**src/design/pcrm_pkg.sv**
```systemverilog
package pcrm_pkg;

	localparam int NUM_RESOURCES = 8;
	localparam int NUM_TASKS     = 16;
	localparam int RID_W         = $clog2(NUM_RESOURCES);
	localparam int TID_W         = $clog2(NUM_TASKS);
	localparam int CEIL_N        = 8;
	localparam int CEIL_IW       = $clog2(CEIL_N);

	localparam logic [7:0] CNT_MAX = 8'hFF;

	typedef enum logic {
		CMD_GET = 1'b0,
		CMD_REL = 1'b1
	} cmd_t;

	typedef enum logic [1:0] {
		ST_OK        = 2'd0,
		ST_BAD_ID    = 2'd1,
		ST_REFUSED   = 2'd2,
		ST_NOT_OWNER = 2'd3
	} status_t;

	typedef enum logic [1:0] {
		RQ_NONE  = 2'd0,
		RQ_RAISE = 2'd1,
		RQ_LOWER = 2'd2
	} requeue_t;

	typedef enum logic {
		CS_IDLE = 1'b0,
		CS_EXEC = 1'b1
	} ctrl_state_t;

	typedef struct packed {
		logic load;
		logic exec;
	} dp_cmd_t;

endpackage

```
**src/design/pcrm_if.sv**
```systemverilog
interface pcrm_req_if;
	logic       valid;
	logic       ready;
	logic       cmd;
	logic [7:0] resource_id;
	logic [3:0] task_id;
	logic [7:0] current_priority;

	modport source (output valid, cmd, resource_id, task_id, current_priority, input ready);
	modport sink (input valid, cmd, resource_id, task_id, current_priority, output ready);
endinterface

interface pcrm_rsp_if;
	logic       valid;
	logic       ready;
	logic [1:0] status;
	logic [7:0] new_priority;
	logic [7:0] old_priority;
	logic [1:0] requeue;
	logic       reschedule;

	modport source (output valid, status, new_priority, old_priority, requeue, reschedule,
		input ready);
	modport sink (input valid, status, new_priority, old_priority, requeue, reschedule,
		output ready);
endinterface

```
**src/design/pcrm_datapath.sv**
```systemverilog
module pcrm_datapath import pcrm_pkg::*; (
	input  logic        clk,
	input  logic        arst_n,
	input  logic        cfg_we,
	input  logic [63:0] cfg_wdata,
	input  dp_cmd_t     cmd,
	input  logic        in_cmd,
	input  logic [7:0]  in_resource_id,
	input  logic [3:0]  in_task_id,
	input  logic [7:0]  in_current_priority,
	output logic [1:0]  status,
	output logic [7:0]  new_priority,
	output logic [7:0]  old_priority,
	output logic [1:0]  requeue,
	output logic        reschedule
);

	logic [CEIL_N-1:0][7:0] ceil_q;

	logic                   owner_valid_q [NUM_RESOURCES];
	logic [3:0]             owner_task_q [NUM_RESOURCES];
	logic [7:0]             nesting_q [NUM_RESOURCES];
	logic [7:0]             saved_q [NUM_RESOURCES];
	logic [7:0]             held_q [NUM_TASKS];

	logic                   req_cmd_q;
	logic [7:0]             req_rid_q;
	logic [3:0]             req_tid_q;
	logic [7:0]             req_cur_q;

	logic [RID_W-1:0]       ri;
	logic [TID_W-1:0]       ti;
	logic                   id_ok;
	logic [7:0]             ceil;
	logic                   own_v;
	logic                   own_match;
	logic [7:0]             nest;
	logic [7:0]             held;
	status_t                st;
	requeue_t               rq;
	logic [7:0]             newp;
	logic                   resched;

	assign ri    = RID_W'(req_rid_q);
	assign ti    = TID_W'(req_tid_q);
	assign id_ok = (req_rid_q != 8'd0) && (req_rid_q < 8'(NUM_RESOURCES))
		&& (9'(req_tid_q) < 9'(NUM_TASKS));

	assign ceil      = ceil_q[CEIL_IW'(ri)];
	assign own_v     = owner_valid_q[ri];
	assign own_match = owner_task_q[ri] == req_tid_q;
	assign nest      = nesting_q[ri];
	assign held      = held_q[ti];

	always_comb begin
		st      = ST_OK;
		rq      = RQ_NONE;
		newp    = req_cur_q;
		resched = 1'b0;
		if (!id_ok) begin
			st = ST_BAD_ID;
		end else if (req_cmd_q == CMD_GET) begin
			if (own_v && !own_match) begin
				st = ST_REFUSED;
			end else if (nest == CNT_MAX || held == CNT_MAX) begin
				st = ST_REFUSED;
			end else if (ceil > req_cur_q) begin
				newp = ceil;
				rq   = RQ_RAISE;
			end
		end else begin
			if (!own_v || !own_match) begin
				st = ST_NOT_OWNER;
			end else if (nest == 8'd0 || held == 8'd0) begin
				st = ST_NOT_OWNER;
			end else begin
				resched = 1'b1;
				if (nest == 8'd1) begin
					newp = saved_q[ri];
					rq   = RQ_LOWER;
				end
			end
		end
	end

	always_ff @(posedge clk or negedge arst_n) begin
		if (!arst_n) begin
			ceil_q <= '0;
		end else if (cfg_we) begin
			ceil_q <= cfg_wdata;
		end
	end

	always_ff @(posedge clk) begin
		if (cmd.load) begin
			req_cmd_q <= in_cmd;
			req_rid_q <= in_resource_id;
			req_tid_q <= in_task_id;
			req_cur_q <= in_current_priority;
		end
	end

	always_ff @(posedge clk or negedge arst_n) begin
		if (!arst_n) begin
			for (int i = 0; i < NUM_RESOURCES; i++) begin
				owner_valid_q[i] <= 1'b0;
				owner_task_q[i]  <= '0;
				nesting_q[i]     <= '0;
				saved_q[i]       <= '0;
			end
			for (int j = 0; j < NUM_TASKS; j++) begin
				held_q[j] <= '0;
			end
		end else if (cmd.exec && st == ST_OK) begin
			if (req_cmd_q == CMD_GET) begin
				if (!own_v) begin
					saved_q[ri] <= req_cur_q;
				end
				owner_valid_q[ri] <= 1'b1;
				owner_task_q[ri]  <= req_tid_q;
				nesting_q[ri]     <= nest + 8'd1;
				held_q[ti]        <= held + 8'd1;
			end else begin
				nesting_q[ri] <= nest - 8'd1;
				held_q[ti]    <= held - 8'd1;
				if (nest == 8'd1) begin
					owner_valid_q[ri] <= 1'b0;
				end
			end
		end
	end

	// Hold the result word until the controller loads the next one.
	always_ff @(posedge clk) begin
		if (cmd.exec) begin
			status       <= st;
			new_priority <= newp;
			old_priority <= req_cur_q;
			requeue      <= rq;
			reschedule   <= resched;
		end
	end

endmodule

```
**src/design/pcrm_ctrl.sv**
```systemverilog
module pcrm_ctrl import pcrm_pkg::*; (
	input  logic    clk,
	input  logic    arst_n,
	input  logic    in_valid,
	output logic    in_ready,
	output logic    out_valid,
	input  logic    out_ready,
	output dp_cmd_t cmd
);

	ctrl_state_t state_q;
	ctrl_state_t state_d;
	logic        out_valid_q;
	logic        slot_free;

	assign slot_free = !out_valid_q || out_ready;
	assign out_valid = out_valid_q;

	always_comb begin
		state_d = state_q;
		case (state_q)
			CS_IDLE: begin
				if (in_valid) begin
					state_d = CS_EXEC;
				end
			end
			CS_EXEC: begin
				if (slot_free) begin
					state_d = CS_IDLE;
				end
			end
			default: begin
				state_d = CS_IDLE;
			end
		endcase
	end

	always_comb begin
		in_ready = 1'b0;
		cmd      = '0;
		case (state_q)
			CS_IDLE: begin
				in_ready = 1'b1;
				cmd.load = in_valid;
			end
			CS_EXEC: begin
				cmd.exec = slot_free;
			end
			default: begin
				in_ready = 1'b0;
			end
		endcase
	end

	always_ff @(posedge clk or negedge arst_n) begin
		if (!arst_n) begin
			state_q     <= CS_IDLE;
			out_valid_q <= 1'b0;
		end else begin
			state_q <= state_d;
			if (cmd.exec) begin
				out_valid_q <= 1'b1;
			end else if (out_ready) begin
				out_valid_q <= 1'b0;
			end
		end
	end

endmodule

```
**src/design/priority_ceiling_resource_manager_top.sv**
```systemverilog
// Priority ceiling resource manager: one get or release request in, one result word out.
// A request is captured in the cycle it is accepted; in the execute state the block then
// reads the owner, nesting, saved-priority and held-count tables, writes them back and
// loads the output register, waiting in that state while an earlier result is unaccepted.
// One request is in progress at a time; the next is taken in the cycle after the result is
// loaded, even while that result still waits on rsp.ready, so a new request is taken only
// once the last one is through. The user must write ceiling_table through cfg_we/cfg_wdata
// only while no request is in progress; the block does not enforce this. It resets to zero.
module priority_ceiling_resource_manager_top import pcrm_pkg::*; (
	input  logic        clk,
	input  logic        arst_n,
	input  logic        cfg_we,
	input  logic [63:0] cfg_wdata,
	pcrm_req_if.sink    req,
	pcrm_rsp_if.source  rsp
);

	dp_cmd_t dp_cmd;

	pcrm_ctrl u_ctrl (
		.clk       (clk),
		.arst_n    (arst_n),
		.in_valid  (req.valid),
		.in_ready  (req.ready),
		.out_valid (rsp.valid),
		.out_ready (rsp.ready),
		.cmd       (dp_cmd)
	);

	pcrm_datapath u_dp (
		.clk                 (clk),
		.arst_n              (arst_n),
		.cfg_we              (cfg_we),
		.cfg_wdata           (cfg_wdata),
		.cmd                 (dp_cmd),
		.in_cmd              (req.cmd),
		.in_resource_id      (req.resource_id),
		.in_task_id          (req.task_id),
		.in_current_priority (req.current_priority),
		.status              (rsp.status),
		.new_priority        (rsp.new_priority),
		.old_priority        (rsp.old_priority),
		.requeue             (rsp.requeue),
		.reschedule          (rsp.reschedule)
	);

endmodule

```
**src/flat_wrapper.sv**
```systemverilog
// flat-port wrapper written by rule: the top's interface ports become plain ports
module priority_ceiling_resource_manager_top_flat import pcrm_pkg::*;
  (clk, arst_n, cfg_we, cfg_wdata, req_valid, req_cmd, req_resource_id, req_task_id, req_current_priority, req_ready, rsp_valid, rsp_status, rsp_new_priority, rsp_old_priority, rsp_requeue, rsp_reschedule, rsp_ready);
  pcrm_req_if req_i ();
  pcrm_rsp_if rsp_i ();
  input  logic clk;
  input  logic arst_n;
  input  logic cfg_we;
  input  logic [63:0] cfg_wdata;
  input wire logic [$bits(req_i.valid)-1:0] req_valid;
  input wire logic [$bits(req_i.cmd)-1:0] req_cmd;
  input wire logic [$bits(req_i.resource_id)-1:0] req_resource_id;
  input wire logic [$bits(req_i.task_id)-1:0] req_task_id;
  input wire logic [$bits(req_i.current_priority)-1:0] req_current_priority;
  output wire logic [$bits(req_i.ready)-1:0] req_ready;
  output wire logic [$bits(rsp_i.valid)-1:0] rsp_valid;
  output wire logic [$bits(rsp_i.status)-1:0] rsp_status;
  output wire logic [$bits(rsp_i.new_priority)-1:0] rsp_new_priority;
  output wire logic [$bits(rsp_i.old_priority)-1:0] rsp_old_priority;
  output wire logic [$bits(rsp_i.requeue)-1:0] rsp_requeue;
  output wire logic [$bits(rsp_i.reschedule)-1:0] rsp_reschedule;
  input wire logic [$bits(rsp_i.ready)-1:0] rsp_ready;
  assign req_i.valid = req_valid;
  assign req_i.cmd = req_cmd;
  assign req_i.resource_id = req_resource_id;
  assign req_i.task_id = req_task_id;
  assign req_i.current_priority = req_current_priority;
  assign req_ready = req_i.ready;
  assign rsp_valid = rsp_i.valid;
  assign rsp_status = rsp_i.status;
  assign rsp_new_priority = rsp_i.new_priority;
  assign rsp_old_priority = rsp_i.old_priority;
  assign rsp_requeue = rsp_i.requeue;
  assign rsp_reschedule = rsp_i.reschedule;
  assign rsp_i.ready = rsp_ready;
  priority_ceiling_resource_manager_top u_core (.clk(clk), .arst_n(arst_n), .cfg_we(cfg_we), .cfg_wdata(cfg_wdata), .req(req_i), .rsp(rsp_i));
endmodule
```
**config.mk**
```make
export PLATFORM = sky130hd
export DESIGN_NAME = priority_ceiling_resource_manager_top_flat
export DESIGN_NICKNAME = d
export VERILOG_FILES = /design/src/design/pcrm_pkg.sv /design/src/design/pcrm_if.sv /design/src/design/pcrm_datapath.sv /design/src/design/pcrm_ctrl.sv /design/src/design/priority_ceiling_resource_manager_top.sv /design/src/flat_wrapper.sv
export SDC_FILE = /design/constraint.sdc
export NUM_CORES = 1
export LEC_CHECK = 0
export BUFFER_PORTS_ARGS = -buffer_cell sky130_fd_sc_hd__buf_2
export CAP_MARGIN = 25
export CELL_PAD_IN_SITES_DETAIL_PLACEMENT = 1
export CELL_PAD_IN_SITES_GLOBAL_PLACEMENT = 2
export CORE_MARGIN = 2
export CORE_UTILIZATION = 44
export DETAILED_ROUTE_END_ITERATION = 6
export GPL_TIMING_DRIVEN = 0
export PLACE_DENSITY_LB_ADDON = 0.1
export SETUP_SLACK_MARGIN = 0.3
export SYNTH_ARGS = -nofsm -noshare
export SYNTH_HDL_FRONTEND = slang
export SYNTH_SLANG_ARGS = --single-unit
```
**constraint.sdc**
```tcl
create_clock -name clk -period 5.75 [get_ports clk]
set_input_delay 0.2875 -clock clk [delete_from_list [all_inputs] [get_ports clk]]
set_output_delay 0.2875 -clock clk [all_outputs]
set_load 0.01 [all_outputs]
```
==> results of run 1 <==
==> metal layers <==
| metal | vias to the layer above | wire (um) |
|---|---|---|
| met5 | - | 0 |
| li1 | 5638 | - |
| met3 | 78 | 2334 |
| met1 | 6800 | 25410 |
| met4 | 0 | 1241 |
| met2 | 262 | 27830 |
==> path summary, 6_finish.rpt <==
kind | slack, ps | endpoint | cells past startpoint
max | 530 | u_core.u_dp.new_priority[7]$_DFFE_PP_ | 15
min | 230 | u_core.u_dp.ceil_q[47]$_DFFE_PN0P_ | 2
max reg2reg | 530 | u_core.u_dp.new_priority[7]$_DFFE_PP_ | 15
min reg2reg | 450 | u_core.u_dp.old_priority[2]$_DFFE_PP_ | 0
max in group asynchronous | 4060 | u_core.u_dp.saved_q[41]$_DFFE_PN0P_ | 4
min in group asynchronous | 310 | u_core.u_dp.nesting_q[2]$_DFFE_PN0P_ | 2
==> repair_timing <==
item	4_1_cts	5_1_grt
hold buffers	88	0
resized for setup	4	24
hold endpoints to repair	167	0
endpoints found under the setup margin	60	80
pin swaps	0	0
gates cloned	0	0
==> power breakdown <==
group          switching, uW  total, uW  leakage (uW)  internal, uW
Clock                   1160       2890      0.000728          1730
Combinational            776       1230       0.00441           452
Sequential              85.0       3160       0.00526          3070
==> kinds of logic after synthesis <==
group | count (synthesis)
flops | 404
compound gates | 257
simple gates | 166
fa+ha+maj | 14
mux | 356
buf+inv | 135
xor+xnor | 18
==> sequential cells by signal (all words and copies together) (netlist names), 2 cells and up, named ones only <==
register	cells
u_core.u_dp.held_q	112
u_core.u_dp.owner_task_q	32
u_core.u_dp.new_priority	8
u_core.u_dp.nesting_q	56
u_core.u_dp.saved_q	64
u_core.u_dp.status	2
u_core.u_dp.old_priority	8
u_core.u_dp.req_tid_q	4
u_core.u_dp.requeue	2
u_core.u_dp.req_rid_q	8
u_core.u_dp.ceil_q	64
u_core.u_dp.req_cur_q	8
==> worst max-delay path, delay by kind of cell, from the launching register on <==
family / cells / cell delay [ps]
AOI/OAI and AO/OA: 5 / 910
DFF: 1 / 430
buffers and inverters: 4 / 2070
adders and majority gates: 1 / 260
and+or+nand+nor: 5 / 1250
==> stage by stage <==
step                worst slack [ps]  hold WS, ps  cell area [um^2]  total power (uW)
global placement               -2825        432.8             20130              4328
finish                         533.5        233.1             22660              7275
CTS                            319.1        210.8             22610              7316
global route                   281.4        240.9             22660              7555
detailed placement             50.63        327.9             20240              4360
floorplan                       1741       -8.091             18900              3856
==> area by class of cell <==
class | count | area share [%]
sequential | 404 | 45.54
multi-input combinational | 811 | 35.05
timing repair buffer | 205 | 6.924
clock buffer | 73 | 6.106
tap | 539 | 2.976
buffer | 110 | 2.562
clock inverter | 9 | 0.4251
inverter | 25 | 0.4141
==> layout by cell type (no fill, tap or decap), drive strengths merged, types with 4 or more instances in the layout <==
cell type	synthesis	layout
mux2i	43	43
o211a	4	4
and3	12	12
nand4	13	13
a22oi	36	36
a41oi	6	6
inv	25	26
nand2	30	30
nor3	9	9
and2	12	12
o21bai	16	16
ha	14	14
a221oi	22	22
a211oi	5	5
clkbuf	65	135
nor4	4	4
a211o	6	6
a21o	9	9
xor2	8	8
nor2	24	24
o211ai	6	6
dfrtp	362	362
edfxtp	42	42
mux2	277	277
o2bb2ai	65	65
mux4	36	36
dlygate4sd3	0	88
a21oi	10	10
buf	45	163
nand3	31	31
a22o	28	28
clkinv	0	6
xnor2	10	10
o21ai	25	25
nor2b	11	11
==> impl_metrics.env, run 1 <==
export IMPL_slew_violations=0
export IMPL_via_count=12780
export IMPL_initial_core_util_pct=44.86
export IMPL_synth_fa_ha_area_share_pct=0.9268
export IMPL_startpoint="u_core.u_dp.req_rid_q[2]$_DFFE_PP_"
export IMPL_overflow=0
export IMPL_synthSimpleGateAreaFrac_pct=4.926
export IMPL_post_route_period_util_pct=90.72
export IMPL_nets=1707
export IMPL_hp_start="cfg_we"
export IMPL_required_ps=6060
export IMPL_slowest_stage="clkdlybuf4s15_1"
export IMPL_io_buffer_count=111
export IMPL_grtUsageMet3_pct=4.074
export IMPL_synthArstFlopShare_pct=89.60
export IMPL_final_util_pct=53.78
export IMPL_fillCellCount=4160
export IMPL_multi_input_area_mm2=0.007944
export IMPL_fin_setup_tns_ps=0
export IMPL_r2r_start="u_core.u_dp.req_rid_q[2]$_DFFE_PP_"
export IMPL_drt_vias_per_instance=5.872
export IMPL_grt_usage_pct=25.93
export IMPL_dp_hpwl_um=37400
export IMPL_synth_largest_area_cell="dfrtp_1"
export IMPL_netlist_area_leader_share_pct=47.93
export IMPL_hold_violations=0
export IMPL_status="completed"
export IMPL_p_leak_uw=0.01040
export IMPL_ant_nets=0
export IMPL_seq_area_frac_synth_pct=54.60
export IMPL_critPathCaptureType="flop"
export IMPL_rsz0062_at_grt="false"
export IMPL_synth_top_family_by_area="multiplexers"
export IMPL_grt_max_degree=108
export IMPL_ios=113
export IMPL_seqCellArea_mm2=0.01032
export IMPL_die_area_mm2=0.04463
export IMPL_wl_per_cell_um=26.11
export IMPL_route_detailed_drc=0
export IMPL_path_clk_slew_ps=60
export IMPL_synth_fp_nets=1454
export IMPL_grt_pass1_vias=13890
export IMPL_path_max_fanout=10
export IMPL_critPathMaxStageDelay_ps=760
export IMPL_crit_arrival_ps=5530
export IMPL_critical_path_startpoint_type="flop"
export IMPL_htree_levels=2
export IMPL_period_minus_slack_ps=5216
export IMPL_skew_ps=19.76
export IMPL_tightest_slew_ps=988.1
export IMPL_peakVddDrop_mv=0.2892
export IMPL_max_freq_ghz=0.1917
export IMPL_die_w_um=211.3
export IMPL_rows=75
export IMPL_crit_type="reg -> reg"
export IMPL_synth_commonest_cells="dfrtp_1, mux2_2, clkbuf_1, o2bb2ai_1"
export IMPL_synthMuxAreaShare_pct=23.24
export IMPL_root_buffer="clkbuf_16"
export IMPL_cts_buffer_depth=3
export IMPL_synth_compound_area_share_pct=12.04
export IMPL_synth_ff_type="dfrtp_1"
export IMPL_setup_viol=0
export IMPL_synth_cell_types=66
export IMPL_cp_cell_sequence="buf_2, nor3b_4, clkbuf_1, clkdlybuf4s15_1, a22oi_1, nand4_1, ha_1, and3_1, nand4_1, o21ai_0, a21oi_1, and4_1, clkbuf_1, a211oi_1, a211o_1"
export IMPL_grt_met1_usage_pct=34.87
export IMPL_relSlewSlack_pct=33.62
export IMPL_die_h_um=211.3
export IMPL_placedCellCount=2005
export IMPL_cts_made_buffers=46
export IMPL_drive_above_1_share_pct=35.37
export IMPL_yosysMostFrequentCell="dfrtp_1"
export IMPL_cts_setup_buffers=0
export IMPL_hp_class="in -> reg"
export IMPL_gp_congestion=0.8186
export IMPL_drt_pass1_iter_count=5
export IMPL_drt_wl_total_um=56820
export IMPL_cts_tree="yes"
export IMPL_netlist_instances=1350
export IMPL_stdcell_count=2176
export IMPL_first_iter_violations=697
export IMPL_met2_usage_pct=43.58
export IMPL_busiest_layer="met2"
export IMPL_insertedDiodeCount=0
export IMPL_core_mm2=0.04213
export IMPL_syn_avg_cell_area_um2=14.00
export IMPL_synth_edff_count=42
export IMPL_yosysWarnings=0
export IMPL_antenna_found_initial=2
export IMPL_synthXorXnorAreaFrac_pct=0.8342
export IMPL_syn_area_mm2=0.01890
export IMPL_grt_first_pass_wirelength_um=85970
export IMPL_clock_latency_ps=580
export IMPL_clkSinkCount=404
export IMPL_yosys_top_cells_area="dfrtp_1, mux2_2, edfxtp_1"
export IMPL_ys_seq_elements=404
export IMPL_powerDensity_mw_per_mm2=321.0
export IMPL_drv_cap=0
export IMPL_area_growth_pct=19.91
No activity file was read; power rests on OpenSTA's default activity.
==> run 2: changes to the inputs <==
==> constraint.sdc (replaced) <==
create_clock -name clk -period 5.3 [get_ports clk]
set_input_delay 0.265 -clock clk [delete_from_list [all_inputs] [get_ports clk]]
set_output_delay 0.265 -clock clk [all_outputs]
set_load 0.01 [all_outputs]
==> run 2 against run 1 <==
Non-clock buffer count rose by 1. Critical path depth rose by 1. Clock-buffer cell count did not move. Combinational power rose by 9%. Worst hold slack got worse by 13 ps. Register-to-register slack got worse by 60 ps. Clock power rose by 8.3%. Via count barely moved. Global-route usage rose by 0.057 points. Worst setup slack got worse by 57 ps. Critical endpoint is now u_core.u_dp.nesting_q[30]$_DFFE_PN0P_.
==> impl_metrics.env, run 2 (same netlist as run 1, synthesis figures left out) <==
export IMPL_finalHoldWorstSlack_ps=220.0
export IMPL_area_growth_pct=20.20
export IMPL_via_count=12770
export IMPL_placedCellCount=2005
export IMPL_grt_usage_pct=25.99
export IMPL_ant_nets=0
export IMPL_setup_viol=0
export IMPL_tightest_slew_ps=1002
export IMPL_gp_congestion=0.8186
export IMPL_fillCellCount=4154
export IMPL_antenna_found_initial=3
export IMPL_path_max_fanout=10
export IMPL_nets=1708
export IMPL_path_clk_slew_ps=60
export IMPL_htree_levels=2
export IMPL_skew_ps=21.05
export IMPL_seqCellArea_mm2=0.01032
export IMPL_critical_path_startpoint_type="flop"
export IMPL_largest_reg_flops=112
export IMPL_drt_pass1_iter_count=5
export IMPL_top_regs="u_core.u_dp.held_q (112), u_core.u_dp.ceil_q (64), u_core.u_dp.saved_q (64)"
export IMPL_ios=113
export IMPL_dp_hpwl_um=37400
export IMPL_post_route_period_util_pct=91.02
export IMPL_grt_pass1_vias=13930
export IMPL_cts_made_buffers=46
export IMPL_grt_first_pass_wirelength_um=86100
export IMPL_cts_buffer_depth=3
export IMPL_overflow=0
export IMPL_root_buffer="clkbuf_16"
export IMPL_stdcell_count=2178
export IMPL_clock_latency_ps=580
export IMPL_route_detailed_drc=0
export IMPL_status="completed"
export IMPL_p_leak_uw=0.01043
export IMPL_period_minus_slack_ps=4824
export IMPL_hold_violations=0
export IMPL_peakVddDrop_mv=0.3111
export IMPL_powerDensity_mw_per_mm2=347.6
export IMPL_clkSinkCount=404
export IMPL_final_common_cell="dfrtp_1"
export IMPL_die_w_um=211.3
export IMPL_drive_above_1_share_pct=36.20
export IMPL_crit_type="reg -> reg"
export IMPL_core_mm2=0.04213
export IMPL_final_util_pct=53.92
export IMPL_initial_core_util_pct=44.86
export IMPL_critPathCaptureType="flop"
export IMPL_required_ps=5740
export IMPL_crit_arrival_ps=5270
export IMPL_multi_input_area_mm2=0.007984
export IMPL_drv_cap=0
export IMPL_io_buffer_count=111
export IMPL_wl_per_cell_um=26.12
export IMPL_drt_vias_per_instance=5.862
export IMPL_drt_wl_total_um=56890
export IMPL_rows=75
export IMPL_regMostFlops="u_core.u_dp.held_q"
export IMPL_grt_max_degree=108
export IMPL_slew_violations=0
export IMPL_hp_class="in -> reg"
export IMPL_mostFrequentLayoutCells="dfrtp_1, mux2_2, buf_2"
export IMPL_relSlewSlack_pct=32.66
export IMPL_die_h_um=211.3
export IMPL_die_area_mm2=0.04463
export IMPL_max_freq_ghz=0.2073
export IMPL_cts_tree="yes"
export IMPL_first_iter_violations=753
export IMPL_rsz0062_at_grt="true"
run 2: changes by cell type in the layout (fill, tap and decap cells not counted), moves of 2 or more:
cell             previous run  this run
clkbuf_1                   68        63
clkbuf_2                    9        12
clkbuf_4                    0         3
buf_2                     133       135
clkdlybuf4s15_1             2         0
nand3_2                     7         5
nand3_4                     0         2
nor2b_1                    10         8
nor2b_2                     0         2
o21ai_4                     3         5
run 2: layer usage:
metal | share of wire, % | vias to the layer above | global-route usage [%] | wire length, um
met1 | 44 | 6780 | 34.81 | 25260
met2 | 49 | 261 | 43.56 | 27870
met4 | 2.5 | 0 | 7.795 | 1444
met3 | 4.1 | 82 | 4.237 | 2312
met5 | 0 | - | 0 | 0
li1 | - | 5645 | - | -
run 2: per-stage QoR:
| stage | power (uW) | instance area, um^2 | setup WS (ps) | TNS (ps) |
|---|---|---|---|---|
| after global routing | 8207 | 22720 | 233.2 | 0 |
| final | 7897 | 22720 | 476.2 | 0 |
| after detailed placement | 4730 | 20240 | -399.4 | -13310 |
| after CTS | 7943 | 22650 | 334.7 | 0 |
| after global placement | 4695 | 20130 | -3252 | -1165220 |
| after floorplan | 4184 | 18900 | 1291 | 0 |
run 2: worst max-delay path: stages (launching register included):
cell	delay, ps
edfxtp_1	320
buf_2	260
clkbuf_1	650
mux2_2	470
clkbuf_4	230
clkbuf_4	220
inv_1	70
ha_1	220
nor2b_1	150
a22o_1	160
nand4_1	190
o211ai_1	230
and3b_1	190
buf_2	150
buf_6	170
o21ai_2	580
mux2_2	400
run 2: worst paths after layout:
path / endpoint / cells past startpoint / start / slack, ps
min in group asynchronous: u_core.u_dp.nesting_q[3]$_DFFE_PN0P_ / 2 / arst_n / 290
max: u_core.u_dp.nesting_q[30]$_DFFE_PN0P_ / 16 / u_core.u_dp.req_tid_q[2]$_DFFE_PP_ / 480
min reg2reg: u_core.u_dp.old_priority[2]$_DFFE_PP_ / 0 / u_core.u_dp.req_cur_q[2]$_DFFE_PP_ / 450
min: u_core.u_dp.ceil_q[39]$_DFFE_PN0P_ / 2 / cfg_we / 220
max reg2reg: u_core.u_dp.nesting_q[30]$_DFFE_PN0P_ / 16 / u_core.u_dp.req_tid_q[2]$_DFFE_PP_ / 480
max in group asynchronous: u_core.u_dp.saved_q[49]$_DFFE_PN0P_ / 4 / arst_n / 3630
run 2: power by group:
part | leakage [uW] | total (uW) | switching, uW | internal (uW)
sequential | 0.00526 | 3430 | 92.3 | 3330
clock | 0.000728 | 3130 | 1260 | 1880
combinational | 0.00444 | 1340 | 843 | 494
total | 0.0104 | 7900 | 2190 | 5700
run 2: timing repair:
| action | 4_1_cts | 5_1_grt |
|---|---|---|
| resized for setup | 23 | 13 |
| setup endpoints to repair | 281 | 110 |
| buffers inserted | 0 | 1 |
| hold endpoints to repair | 167 | 0 |
| hold buffers | 88 | 0 |
run 2: layout make-up:
cell class | instances | area share (%)
Sequential cell | 404 | 45.43
Multi-Input combinational cell | 811 | 35.15
Timing Repair Buffer | 206 | 6.940
Clock buffer | 73 | 6.092
Tap cell | 539 | 2.969
Buffer | 110 | 2.578
Clock inverter | 9 | 0.4241
Inverter | 25 | 0.4131
Antenna cell | 1 | 0.01102
==> run 3: changes to the inputs <==
--- a/config.mk
+++ b/config.mk
@@ -6,10 +6,8 @@
 export NUM_CORES = 1
 export LEC_CHECK = 0
 export BUFFER_PORTS_ARGS = -buffer_cell sky130_fd_sc_hd__buf_2
-export CAP_MARGIN = 25
 export CELL_PAD_IN_SITES_DETAIL_PLACEMENT = 1
 export CELL_PAD_IN_SITES_GLOBAL_PLACEMENT = 2
-export CORE_MARGIN = 2
 export CORE_UTILIZATION = 44
 export DETAILED_ROUTE_END_ITERATION = 6
 export GPL_TIMING_DRIVEN = 0
==> run 3 against run 2 <==
Routed wire length fell by 2.0%. Non-clock buffer count is 3 lower. Sequential power about the same. Clock skew down 8.6 ps. Total power is essentially flat. Final area is 0.11% higher. Worst hold slack lost 21 ps. Sequential cell count stayed put. Critical endpoint is now u_core.u_dp.owner_task_q[26]$_DFFE_PN0P_.
==> impl_metrics.env, run 3 (same netlist as run 1, synthesis figures left out) <==
export IMPL_r2r_end="u_core.u_dp.owner_task_q[26]$_DFFE_PN0P_"
export IMPL_regMostFlops="u_core.u_dp.held_q"
export IMPL_insertedDiodeCount=0
export IMPL_core_mm2=0.04213
export IMPL_dp_hpwl_um=37690
export IMPL_drv_cap=0
export IMPL_via_count=12710
export IMPL_die_area_mm2=0.04379
export IMPL_fillCellCount=4128
export IMPL_period_minus_slack_ps=4787
export IMPL_crit_arrival_ps=5250
export IMPL_power_share_switching_pct=28.12
export IMPL_hp_start="cfg_we"
export IMPL_grt_pass1_vias=14200
export IMPL_setup_viol=0
export IMPL_met2_usage_pct=43.03
export IMPL_crit_family="multiplexers"
export IMPL_io_buffer_count=111
export IMPL_multi_input_area_mm2=0.008050
export IMPL_grt_max_degree=101
export IMPL_seqPwrFrac_pct=43.4
export IMPL_busiest_layer="met2"
export IMPL_root_buffer="clkbuf_16"
export IMPL_p_leak_uw=0.01040
export IMPL_area_growth_pct=20.33
export IMPL_drt_vias_per_instance=5.844
export IMPL_ant_nets=0
export IMPL_path_buf_inv=7
export IMPL_powerDensity_mw_per_mm2=347.0
export IMPL_max_freq_ghz=0.2089
export IMPL_cts_tree="yes"
export IMPL_path_max_fanout=10
export IMPL_relSlewSlack_pct=14.29
export IMPL_mostFrequentLayoutCells="dfrtp_1, mux2_2, buf_2"
export IMPL_pwr_share_clk_pct=39.8
export IMPL_placed_cell_area_mm2=0.02023
export IMPL_seqCellArea_mm2=0.01032
export IMPL_largest_reg_flops=112
export IMPL_clkSinkCount=404
export IMPL_switchingPower_uw=2219
export IMPL_nets=1705
export IMPL_wl_per_cell_um=25.62
export IMPL_rows=75
export IMPL_critPathCaptureType="flop"
export IMPL_slew_violations=0
export IMPL_critPathMaxStageDelay_ps=540
export IMPL_skew_ps=12.41
export IMPL_cts_buffer_depth=3
export IMPL_min_to="u_core.u_dp.ceil_q[47]$_DFFE_PN0P_"
export IMPL_required_ps=5760
export IMPL_intPower_uw=5672
export IMPL_antenna_found_initial=0
export IMPL_final_common_cell="dfrtp_1"
export IMPL_reg2reg_depth=18
export IMPL_htree_levels=2
export IMPL_overflow=0
export IMPL_whs_path_depth=2
export IMPL_drt_pass1_iter_count=5
export IMPL_rsz0062_at_grt="true"
export IMPL_peakVddDrop_mv=0.3268
export IMPL_gp_congestion=0.8306
export IMPL_status="completed"
export IMPL_grt_first_pass_wirelength_um=86830
export IMPL_r2r_slack_ps=510
export IMPL_grt_met1_usage_pct=36.12
export IMPL_grtUsageMet3_pct=3.920
export IMPL_critical_path_startpoint_type="flop"
export IMPL_top_regs="u_core.u_dp.held_q (112), u_core.u_dp.ceil_q (64), u_core.u_dp.saved_q (64)"
export IMPL_ios=113
export IMPL_tightest_slew_ps=1281
export IMPL_route_detailed_drc=0
export IMPL_drt_wl_total_um=55730
export IMPL_hold_violations=0
export IMPL_clock_latency_ps=590
export IMPL_die_w_um=209.3
export IMPL_hp_class="in -> reg"
export IMPL_initial_core_util_pct=44.86
export IMPL_cts_made_buffers=46
export IMPL_design_area_mm2=0.02274
export IMPL_r2r_start="u_core.u_dp.req_tid_q[1]$_DFFE_PP_"
export IMPL_grt_usage_pct=26.36
export IMPL_die_h_um=209.3
export IMPL_fin_setup_tns_ps=0
export IMPL_path_clk_slew_ps=60
export IMPL_post_route_period_util_pct=90.32
export IMPL_drive_above_1_share_pct=36.06
export IMPL_combPwrFrac_pct=16.8
export IMPL_first_iter_violations=858
export IMPL_slowest_stage="mux4_2"
export IMPL_cp_cell_sequence="buf_8, buf_6, mux4_2, mux2i_2, mux2_2, clkbuf_4, buf_4, inv_1, ha_1, nor2b_1, a22o_1, nand4_1, o211ai_1, and3b_1, buf_2, buf_6, and2_0, mux2_2"
export IMPL_crit_type="reg -> reg"
[run 3: area by class of cell]
cell class                      count  area share (%)
Multi-Input combinational cell    811           35.40
Inverter                           25          0.4126
Clock inverter                     15          0.7372
Sequential cell                   404           45.38
Buffer                            110           2.575
Timing Repair Buffer              203           6.756
Tap cell                          539           2.965
Clock buffer                       68           5.777
[run 3: timing repair]
action	in CTS	in global routing
endpoints found under the hold margin	163	0
gates cloned	0	0
hold buffers	88	0
gates resized for setup	24	24
setup endpoints to repair	284	160
setup buffers	0	1
[run 3: power groups by stage]
stage	clock network [uW]	registers, uW	logic, uW
2_1_floorplan	0	3470	710
6_report	3140	3420	1330
3_3_place_gp	0	3470	1230
4_1_cts	3200	3420	1320
5_1_grt	3320	3440	1430
3_5_place_dp	0	3480	1250
[run 3: metal layers]
metal  share of wire, %  vias to the layer above
li1                   -                     5638
met1                 45                     6682
met2                 48                      295
met3                4.3                       95
met4                2.7                        0
met5                  0                        -
[run 3: per-stage QoR]
stage                     utilization [%]  cells  total power [uW]  worst slack, ps  hold slack [ps]
after floorplan                         -   1350              4184             1291           -30.59
after global routing                53.97   2175              8190            284.8            241.3
after detailed placement            48.01   2003              4729           -420.0            291.2
final                               53.97   2175              7891            513.2            198.7
after CTS                           53.82   2174              7948            317.2            172.6
after global placement              47.77   2000              4697            -3228            428.5
[run 3: worst max-delay path by stage]
stage / start / endpoint / slack, ps / cells past startpoint
floorplan: u_core.u_dp.req_tid_q[1]$_DFFE_PP_ / u_core.u_dp.owner_task_q[0]$_DFFE_PN0P_ / 1290 / 18
global placement: arst_n / u_core.u_ctrl.out_valid$_DFFE_PN0P_ / -3230 / 1
detailed placement: u_core.u_dp.req_tid_q[1]$_DFFE_PP_ / u_core.u_dp.saved_q[17]$_DFFE_PN0P_ / -420 / 18
CTS: u_core.u_dp.req_tid_q[1]$_DFFE_PP_ / u_core.u_dp.owner_task_q[0]$_DFFE_PN0P_ / 320 / 18
global route: u_core.u_dp.req_rid_q[0]$_DFFE_PP_ / u_core.u_dp.new_priority[6]$_DFFE_PP_ / 280 / 17
finish: u_core.u_dp.req_tid_q[1]$_DFFE_PP_ / u_core.u_dp.owner_task_q[26]$_DFFE_PN0P_ / 510 / 18
